File: config.mk
export PLATFORM = sky130hd
export DESIGN_NAME = modified_utf8_to_utf16_decoder
export DESIGN_NICKNAME = d
export VERILOG_FILES = /design/src/mu8_pkg.sv /design/src/modified_utf8_to_utf16_decoder.sv
export SDC_FILE = /design/constraint.sdc
export NUM_CORES = 1
export LEC_CHECK = 0
export ABC_AREA = 1
export BUFFER_PORTS_ARGS = -buffer_cell sky130_fd_sc_hd__buf_2
export CELL_PAD_IN_SITES_DETAIL_PLACEMENT = 1
export CELL_PAD_IN_SITES_GLOBAL_PLACEMENT = 2
export CORE_ASPECT_RATIO = 1.4
export CORE_MARGIN = 2
export CORE_UTILIZATION = 30
export DETAILED_ROUTE_END_ITERATION = 8
export GPL_TIMING_DRIVEN = 0
export HOLD_SLACK_MARGIN = 0.08
export PLACE_DENSITY = 0.77
export SLEW_MARGIN = 0
export SYNTH_ARGS = -nofsm -noshare
export SYNTH_HDL_FRONTEND = slang
export SYNTH_SLANG_ARGS = --single-unit
File: constraint.sdc
create_clock -name clock -period 3.3 [get_ports clock]
set_input_delay 0.99 -clock clock [delete_from_list [all_inputs] [get_ports clock]]
set_output_delay 0.99 -clock clock [all_outputs]
set_load 0.005 [all_outputs]
File: src/mu8_pkg.sv
// Shared types, result-kind codes and continuation-byte mask for the modified UTF-8 decoder.
package mu8_pkg;

   typedef logic [1:0] kind_type;

   localparam kind_type KIND_CHAR = 2'd0;
   localparam kind_type KIND_END  = 2'd1;
   localparam kind_type KIND_ERR  = 2'd2;

   localparam logic [7:0] CONT_MASK  = 8'hC0;
   localparam logic [7:0] CONT_MATCH = 8'h80;

endpackage

File: src/modified_utf8_to_utf16_decoder.sv
// Top level: modified UTF-8 byte stream to UTF-16 code unit decoder.
//
//   channel  direction  payload
//   req      in         tdata[7:0]  in_byte
//   rsp      out        tdata[15:0] code_unit, tuser[1:0] kind
//
// One byte per cycle unless stalled; a result appears the cycle after its last byte.
// Rate is set by the single output register, which refills in the cycle it is taken.
// Lead bytes give no result; sequence state lives in a 2-bit count and 10 gathered bits.
// A stalled result holds the output register; req_tready then falls.
// Reset, synchronous and active high, clears the sequence state and the output valid.
module modified_utf8_to_utf16_decoder (
   input  logic        clock,
   input  logic        reset,
   input  logic        req_tvalid,
   output logic        req_tready,
   input  logic [7:0]  req_tdata,   // [7:0] in_byte
   output logic        rsp_tvalid,
   input  logic        rsp_tready,
   output logic [15:0] rsp_tdata,   // [15:0] code_unit
   output logic [1:0]  rsp_tuser    // [1:0] kind
);

   logic [1:0]       pending_ff, pending_in;
   logic [9:0]       partial_ff, partial_in;
   logic             valid_ff, valid_in;
   logic [15:0]      unit_ff, unit_in;
   mu8_pkg::kind_type kind_ff, kind_in;

   logic             accept;
   logic             emit;
   logic [15:0]      unit_new;
   mu8_pkg::kind_type kind_new;
   logic [15:0]      acc;
   logic [1:0]       pending_dec;

   assign req_tready = !valid_ff || rsp_tready;
   assign accept     = req_tvalid && req_tready;
   assign acc        = {partial_ff, req_tdata[5:0]};
   assign pending_dec = pending_ff - 2'd1;

   always_comb begin
      pending_in = pending_ff;
      partial_in = partial_ff;
      emit       = 1'b0;
      unit_new   = '0;
      kind_new   = mu8_pkg::KIND_CHAR;
      if (pending_ff != 2'd0) begin
         if ((req_tdata & mu8_pkg::CONT_MASK) != mu8_pkg::CONT_MATCH) begin
            pending_in = 2'd0;
            partial_in = '0;
            emit       = 1'b1;
            kind_new   = mu8_pkg::KIND_ERR;
         end else if (pending_dec == 2'd0) begin
            pending_in = 2'd0;
            partial_in = '0;
            emit       = 1'b1;
            unit_new   = acc;
         end else begin
            pending_in = pending_dec;
            partial_in = acc[9:0];
         end
      end else begin
         case (req_tdata[7:4])
            4'h8, 4'h9, 4'hA, 4'hB, 4'hF: begin
               emit     = 1'b1;
               kind_new = mu8_pkg::KIND_ERR;
            end
            4'hC, 4'hD: begin
               pending_in = 2'd1;
               partial_in = {5'd0, req_tdata[4:0]};
            end
            4'hE: begin
               pending_in = 2'd2;
               partial_in = {6'd0, req_tdata[3:0]};
            end
            default: begin
               emit = 1'b1;
               if (req_tdata == 8'd0) begin
                  kind_new = mu8_pkg::KIND_END;
               end else begin
                  unit_new = {8'd0, req_tdata};
               end
            end
         endcase
      end
   end

   always_comb begin
      valid_in = valid_ff;
      unit_in  = unit_ff;
      kind_in  = kind_ff;
      if (valid_ff && rsp_tready) begin
         valid_in = 1'b0;
      end
      if (accept && emit) begin
         valid_in = 1'b1;
         unit_in  = unit_new;
         kind_in  = kind_new;
      end
   end

   always_ff @(posedge clock) begin
      if (reset) begin
         pending_ff <= 2'd0;
         partial_ff <= '0;
         valid_ff   <= 1'b0;
      end else begin
         valid_ff <= valid_in;
         if (accept) begin
            pending_ff <= pending_in;
            partial_ff <= partial_in;
         end
      end
   end

   always_ff @(posedge clock) begin
      unit_ff <= unit_in;
      kind_ff <= kind_in;
   end

   assign rsp_tvalid = valid_ff;
   assign rsp_tdata  = unit_ff;
   assign rsp_tuser  = kind_ff;

   a_zero_unit: assert property (@(posedge clock) disable iff (reset)
      rsp_tvalid && (rsp_tuser != mu8_pkg::KIND_CHAR) |-> rsp_tdata == 16'd0)
      else $error("non-character result carries a code unit");

   a_pending_range: assert property (@(posedge clock) disable iff (reset)
      pending_ff != 2'd3)
      else $error("pending count reached three");

   a_end_result: assert property (@(posedge clock) disable iff (reset)
      accept && (pending_ff == 2'd0) && (req_tdata == 8'd0)
      |=> rsp_tvalid && (rsp_tuser == mu8_pkg::KIND_END))
      else $error("end of string byte gave no end result");

   a_stall_blocks: assert property (@(posedge clock) disable iff (reset)
      rsp_tvalid && !rsp_tready |-> !req_tready)
      else $error("input taken while result stalled");

endmodule
==> results.md, run 1 <==
- Status: finished clean
- Clk Latency, worst-skew pair: 0.28 ns
- Max cap viols: 0
- Post-route antenna net violation count: 0
- Initial DRC count: 26
- Largest net degree at the start of global routing: 19
- Clock root cell: clkbuf_8
- Most frequent cells in the layout: nand2_1 (48), nor2_1 (41), buf_2 (34)
- Post-CTS sizing: 0
- Worst-path clk slew: 0.07 ns
- Row count: 30
- Post-synth EDFFs: 18
- Core ar.: 0.00484 mm²
- Ys async rst share: 0%
- Count of different cell masters after synthesis: 22
- Crit start category: input pin
- CTS tree: yes
- Synth Flop Type: edfxtp_1
- Syn-to-layout area delta: 23.6%
- Max-slew violations: 0
- Setup_tns: 0 ns
- I/O pin count: 32
- Initial antenna violation count: 0
- First-pass GRT wire length: 6.11 mm
- # DRC: 0
- Synthesized area per cell: 8.13 µm²
- Final setup viols: 0
- Final Critical Period: 2.36 ns
- Chip Width: 63.7 µm
- Gpl congestion: 0.784
- PortBufs: 31
- Final Hold Viols: 0
- Worst vdd ir: 0.000223 V
- Clk sinks: 31
- Via density: 4.38
- Total gr overflow: 0
- Flops & latches, synth: 31
- Die Area: 0.00557 mm²
- RSZ-0062 raised after global routing: false
- Number of global-route vias before repair: 1313
- All-Layer GR Usage: 14.6%
- CTS Buffer Depth: 2
- Worst endpoint data arrival time: 1.37 ns
- Wire per inst: 12.9 µm
- Fin nets: 237
- Final hold slack: 0.487 ns
- Mapped Nets: 199
- Total power: 1.03 mW
- Setup CP Type: in -> out
- Clk_skew: 0.00724 ns
- Chip height: 87.5 µm
- Share of cells above drive strength 1: 23.8%
- N_diodes: 0
- Hold-fix buffers at CTS: 0
- Worst Path Required: 2.31 ns
- Maximum clock rate: 424 MHz
- Slew HR: 44.5%
- Period utilisation layout: 71.5%
- Post-synthesis sequential area ratio: 53.6%
- Leakage: 0.872 nW
- Worst slew pin tran: 0.832 ns
- TritonCTS Buffers: 5
- Detailed placement HPWL: 2.74 mm
- Cell area after synthesis: 0.00150 mm²
- Critical path capture point type: primary output
- PD cells: 559 mW/mm²
- Cells after Synth: 184
- CP Max Fanout: 4
- Commonest non-fill, non-tap cell in the layout: nand2_1
- Postcts setup bufs: 0
- Worst hold path type: reg -> reg
- Fin util: 38.2%
- Number of synthesis warnings: 0
- Starting Density: 30.9%
- DRT Pass-1 Iters: 3
- Total routed wirelength: 3.71 mm
- Vias: 1256
- H-tree lvl count: 2
[cell usage after synthesis, types with 3 or more instances]
| library cell | instances | share of area (%) |
|---|---|---|
| nand2_1 | 48 | 12 |
| nor2_1 | 41 | 10 |
| inv_1 | 21 | 5.3 |
| edfxtp_1 | 18 | 36 |
| dfxtp_1 | 13 | 17 |
| nand3_1 | 6 | 2.0 |
| nand4_1 | 6 | 2.5 |
| nor3_1 | 6 | 2.0 |
| inv_2 | 4 | 1.0 |
| buf_2 | 3 | 1.0 |
| ha_1 | 3 | 2.5 |
| nand2_2 | 3 | 1.3 |
[layer usage]
metal	part of all wire (%)	track usage (%)
met5	0	0
met1	42	15.8
met2	53	27.2
met4	1.8	6.52
met3	2.6	3.21
[report_power, final]
group / switching (mW) / internal, mW / leakage (nW)
clock: 0.148 / 0.244 / 0.0612
sequential: 0.0120 / 0.449 / 0.286
combinational: 0.119 / 0.0608 / 0.525
[critical path, cell delays in order]
cell and delay (ns):
buf_2 0.09, inv_1 0.04, nand2_1 0.09, buf_2 0.15
[cell type report]
type / instances / area (µm²)
Fill cell: 616 / 2990
Sequential cell: 31 / 801
Multi-Input combinational cell: 123 / 571
Timing Repair Buffer: 31 / 155
Inverter: 25 / 93.8
Clock buffer: 6 / 82.6
Tap cell: 64 / 80.1
Clock inverter: 2 / 35.0
Buffer: 5 / 30.0
[worst paths after layout]
kind,endpoint,start,slack (ns),depth (start not counted)
worst max register to register,rsp_tdata[0]$_DFFE_PP_,pending_ff[0]$_SDFFE_PP0P_,1.07,8
worst min-delay path,partial_ff[7]$_SDFFE_PP0P_,partial_ff[7]$_SDFFE_PP0P_,0.49,2
worst max-delay path,req_tready,rsp_tready,0.94,4
worst min register to register,partial_ff[7]$_SDFFE_PP0P_,partial_ff[7]$_SDFFE_PP0P_,0.49,2
[logic make-up after synthesis]
family / count (synthesis) / share of synthesized area, %
adder cells (fa/ha/maj): 3 / 2.51
AND/OR/NAND/NOR: 115 / 33.8
buffers and inverters: 30 / 8.28
flip-flops: 31 / 53.6
AO/OA/AOI/OAI: 5 / 1.84
[per-stage QoR]
stage	instance area [µm²]	instances	setup slack, ns
6_report	1850	287	0.942
5_1_grt	1850	287	0.876
4_1_cts	1850	287	0.937
3_5_place_dp	1730	279	0.784
3_3_place_gp	1730	279	0.868
2_1_floorplan	1500	184	1.18
[sequential cells by signal, indices dropped and copies added, names as in the netlist]
register    count
partial_ff     10
pending_ff      2
rsp_tdata      16
rsp_tvalid      1
rsp_tuser       2
Note: power is estimated with default switching activity, not from simulation.
==> run 2: changes to the inputs <==
==> constraint.sdc (replaced) <==
create_clock -name clock -period 2.3 [get_ports clock]
set_input_delay 0.69 -clock clock [delete_from_list [all_inputs] [get_ports clock]]
set_output_delay 0.69 -clock clock [all_outputs]
set_load 0.005 [all_outputs]
==> run 2 against run 1 <==
Via count increased by 0.16%. Critical path depth increased by 4. Global-route usage unchanged. Critical path type is now reg -> reg. Largest power group unchanged.
==> results.md, run 2 (synthesized netlist as in run 1, its figures left out) <==
- TritonCTS Buffers: 5
- Worst slew pin tran: 0.482 ns
- Status: finished clean
- Worst reg2reg startpoint: pending_ff[1]$_SDFFE_PP0P_
- Worst-path clk slew: 0.07 ns
- Leakage: 0.866 nW
- I/O pin count: 32
- Crit path to: rsp_tdata[0]$_DFFE_PP_
- Worst Hold Depth: 2
- Final WS setup: 0.170 ns
- Worst hold path type: reg -> reg
- Final setup viols: 0
- Most frequent cells in the layout: nand2_1 (48), nor2_1 (41), buf_2 (34)
- Maximum clock rate: 470 MHz
- N_diodes: 0
- Post-route antenna net violation count: 0
- Share of cells above drive strength 1: 24.2%
- Row count: 30
- Via density: 4.38
- Worst Path Required: 2.19 ns
- Largest register FFs: 16
- Max cap viols: 0
- PortBufs: 31
- Final hold slack: 0.487 ns
- CP Max Fanout: 18
- Fin nets: 237
- Final Hold Viols: 0
- CP cell instances: inv_1, ha_1, buf_2, nand2_1, nor2_1, nor2_1, nand2_1, clkinvlp_4
- Core ar.: 0.00484 mm²
- Number of global-route vias before repair: 1313
- H-tree lvl count: 2
- Vias: 1258
- All-Layer GR Usage: 14.6%
- CTS tree: yes
- Crit Reg-Reg Endpoint: rsp_tdata[0]$_DFFE_PP_
- Worst-case reg-to-reg path depth: 8
- Wire per inst: 12.9 µm
- Area of the multi-input gates: 571 µm²
- Clock root cell: clkbuf_8
- Clk Latency, worst-skew pair: 0.28 ns
- Period utilisation layout: 92.6%
- Slew HR: 67.9%
- Clk sinks: 31
- Die Area: 0.00557 mm²
- Gpl congestion: 0.784
- Syn-to-layout area delta: 23.8%
- Final Critical Period: 2.13 ns
- Sequential cell area: 801 µm²
- Setup CP Type: reg -> reg
- Total routed wirelength: 3.71 mm
- Chip Width: 63.7 µm
- Total gr overflow: 0
- DRT Pass-1 Iters: 3
- Detailed placement HPWL: 2.74 mm
- Crit start category: flip-flop
- PD cells: 801 mW/mm²
- FILL cells: 616
- Starting Density: 30.9%
- Commonest non-fill, non-tap cell in the layout: nand2_1
- Max-slew violations: 0
- # DRC: 0
- Dpl ws: 0.0628 ns
- R2R setup slack: 0.17 ns
- Initial DRC count: 26
- Initial antenna violation count: 0
- Clk_skew: 0.00724 ns
- Slowest-stage cell, CP: clkinvlp_4
- Chip height: 87.5 µm
- Worst endpoint data arrival time: 2.02 ns
- CP startpoint: pending_ff[1]$_SDFFE_PP0P_
- Critical path capture point type: flip-flop
- CTS Buffer Depth: 2
- Largest net degree at the start of global routing: 19
- Worst vdd ir: 0.000320 V
- Crit path largest cell delay: 0.41 ns
- First-pass GRT wire length: 6.11 mm
[run 2: cell types whose count changed in the layout (fill, tap and decap cells not counted), sizes merged]
cell      delta
clkinvlp     +1
inv          -1
[run 2: critical path, delay by kind of cell, from the launching register on]
family | cells | cell delay [ns]
buffers and inverters | 3 | 0.77
and+or+nand+nor | 4 | 0.42
DFF | 1 | 0.30
adders and majority gates | 1 | 0.23
[run 2: what timing repair did]
| action | 4_1_cts | 5_1_grt |
|---|---|---|
| buffers inserted | 0 | 0 |
| hold buffers | 0 | 0 |
| endpoints found under the setup margin | 0 | 18 |
| gates resized for setup | 0 | 1 |
[run 2: metrics by stage]
stage	total power [mW]	utilization, %	area (µm²)	TNS, ns	cells
after floorplan	0.840	-	1500	0	184
after global placement	0.932	35.7	1730	0	279
after detailed placement	0.938	35.7	1730	0	279
after CTS	1.51	38.2	1850	0	287
after global routing	1.57	38.2	1850	-0.000363	287
final	1.48	38.2	1850	0	287
[run 2: power breakdown]
part,switching (mW),internal [mW],leakage (nW)
Clock,0.213,0.350,0.0612
Combinational,0.171,0.0878,0.519
Sequential,0.0172,0.644,0.286
[run 2: how the worst min path moves through the flow]
stage	endpoint	slack, ns	from
after floorplan	partial_ff[5]$_SDFFE_PP0P_	0.45	partial_ff[5]$_SDFFE_PP0P_
after global placement	partial_ff[6]$_SDFFE_PP0P_	0.47	partial_ff[6]$_SDFFE_PP0P_
after detailed placement	partial_ff[7]$_SDFFE_PP0P_	0.48	partial_ff[7]$_SDFFE_PP0P_
after CTS	partial_ff[8]$_SDFFE_PP0P_	0.49	partial_ff[8]$_SDFFE_PP0P_
after global routing	partial_ff[5]$_SDFFE_PP0P_	0.51	partial_ff[5]$_SDFFE_PP0P_
final	partial_ff[7]$_SDFFE_PP0P_	0.49	partial_ff[7]$_SDFFE_PP0P_
[run 2: area by class of cell]
cell class                 count  area share [%]
clock inverter                 2            1.89
inverter                      25            5.27
multi-input combinational    123            30.8
clock buffer                   6            4.46
tap                           64            4.32
timing repair buffer          31            8.38
buffer                         5            1.62
sequential                    31            43.2
[run 2: layer usage]
metal	GRT usage (%)	routed length, µm	part of all wire [%]
met3	3.21	98	2.6
met2	27.2	1980	53
met1	15.8	1570	42
met4	6.52	67	1.8
met5	0	0	0
==> run 3: changes to the inputs <==
--- a/config.mk
+++ b/config.mk
@@ -6,13 +6,14 @@
 export NUM_CORES = 1
 export LEC_CHECK = 0
 export ABC_AREA = 1
-export BUFFER_PORTS_ARGS = -buffer_cell sky130_fd_sc_hd__buf_2
+export BUFFER_PORTS_ARGS = -buffer_cell sky130_fd_sc_hd__buf_4
 export CELL_PAD_IN_SITES_DETAIL_PLACEMENT = 1
 export CELL_PAD_IN_SITES_GLOBAL_PLACEMENT = 2
 export CORE_ASPECT_RATIO = 1.4
 export CORE_MARGIN = 2
 export CORE_UTILIZATION = 30
 export DETAILED_ROUTE_END_ITERATION = 8
+export GPL_ROUTABILITY_DRIVEN = 0
 export GPL_TIMING_DRIVEN = 0
 export HOLD_SLACK_MARGIN = 0.08
 export PLACE_DENSITY = 0.77
==> run 3 against run 2 <==
Global-route usage rose by 0.55 points. Die area did not move. Clock-buffer cell count did not move. Critical endpoint is now rsp_tdata[10]$_SDFFCE_PP0P_. Clock skew is 0.0020 ns lower.
==> results.md, run 3 (synthesized netlist as in run 1, its figures left out) <==
- Max-slew violations: 0
- Worst endpoint data arrival time: 2.02 ns
- Max cap viols: 0
- Postcts setup bufs: 0
- Leakage: 0.871 nW
- Core ar.: 0.00484 mm²
- I/O pin count: 32
- # placed instances: 279
- N_diodes: 0
- Number of global-route vias before repair: 1457
- Share of cells above drive strength 1: 23.3%
- Most frequent cells in the layout: nand2_1 (48), nor2_1 (41), buf_4 (31)
- Setup CP Type: reg -> reg
- Post-route antenna net violation count: 0
- Worst slew pin tran: 0.453 ns
- Final WS setup: 0.178 ns
- Largest net degree at the start of global routing: 19
- DRT Pass-1 Iters: 4
- PortBufs: 31
- Clk_skew: 0.00522 ns
- Dpl ws: 0.0590 ns
- Clk Latency, worst-skew pair: 0.28 ns
- Wire per inst: 13.2 µm
- All-Layer GR Usage: 15.2%
- TritonCTS Buffers: 5
- Fin cells: 287
- Total routed wirelength: 3.80 mm
- Via density: 4.51
- Critical path capture point type: flip-flop
- Period utilisation layout: 92.2%
- Final Cell Area: 0.00189 mm²
- Final Hold Viols: 0
- FILL cells: 597
- Clk sinks: 31
- Die Area: 0.00557 mm²
- First-pass GRT wire length: 6.46 mm
- Total power: 1.36 mW
- Status: finished clean
- Worst-path clk slew: 0.06 ns
- Maximum clock rate: 471 MHz
- Detailed placement HPWL: 2.88 mm
- Hold-fix buffers at CTS: 0
- Clock root cell: clkbuf_8
- Initial antenna violation count: 0
- Setup_tns: 0 ns
- Vias: 1294
- Starting Density: 30.9%
- Syn-to-layout area delta: 26.6%
- Total gr overflow: 0
- Final Critical Period: 2.12 ns
- Sequential cell area: 801 µm²
- Post-CTS sizing: 0
- Largest register FFs: 16
- Slew HR: 69.7%
- Chip Width: 63.7 µm
- CTS tree: yes
- Fin nets: 237
- CTS Buffer Depth: 2
- Commonest non-fill, non-tap cell in the layout: nand2_1
- Chip height: 87.5 µm
- PD cells: 716 mW/mm²
- H-tree lvl count: 2
- Worst hold path type: reg -> reg
- Initial DRC count: 29
- Worst vdd ir: 0.000196 V
- # DRC: 0
- Area of the multi-input gates: 571 µm²
- CP Max Fanout: 18
- Crit start category: flip-flop
- Worst Path Required: 2.19 ns
- Final setup viols: 0
- Placement Cell Area: 0.00181 mm²
- Row count: 30
run 3: final timing paths:
kind         cells past startpoint                          end                       start  slack (ns)
max reg2reg                      8  rsp_tdata[10]$_SDFFCE_PP0P_  pending_ff[0]$_SDFFE_PP0P_        0.18
min reg2reg                      2   partial_ff[6]$_SDFFE_PP0P_  partial_ff[6]$_SDFFE_PP0P_        0.48
min                              2   partial_ff[6]$_SDFFE_PP0P_  partial_ff[6]$_SDFFE_PP0P_        0.48
max                              8  rsp_tdata[10]$_SDFFCE_PP0P_  pending_ff[0]$_SDFFE_PP0P_        0.18
run 3: worst max-delay path, cell delays in order, from the launching register on:
cell        delay (ns)
dfxtp_1           0.34
inv_1             0.09
ha_1              0.23
buf_2             0.26
nand2_1           0.12
nor2_1            0.11
nor2_1            0.05
nand2_1           0.12
clkinvlp_4        0.41
run 3: report_power, final:
part           internal (mW)  switching (mW)
Clock                  0.208           0.203
Combinational          0.108           0.173
Sequential             0.645          0.0194
Total                  0.961           0.395
run 3: final cells by class:
cell class                      instances  share of cell area, %
Timing Repair Buffer                   31                   12.3
Tap cell                               64                   4.23
Inverter                               25                   5.16
Sequential cell                        31                   42.3
Clock inverter                          2                  0.463
Clock buffer                            6                   3.83
Multi-Input combinational cell        123                   30.1
Buffer                                  5                   1.59
run 3: layer usage:
metal	vias up	track usage, %	wire length (µm)
met3	10	3.08	111
met5	-	0	0
met4	0	9.88	148
met2	24	27.8	2020
met1	606	15.6	1520
li1	654	-	-
run 3: metrics by stage:
step	hold WS, ns	util (%)
after floorplan	0.454	-
after global placement	0.465	37.3
after detailed placement	0.474	37.3
after CTS	0.488	39.0
after global routing	0.536	39.1
final	0.480	39.1
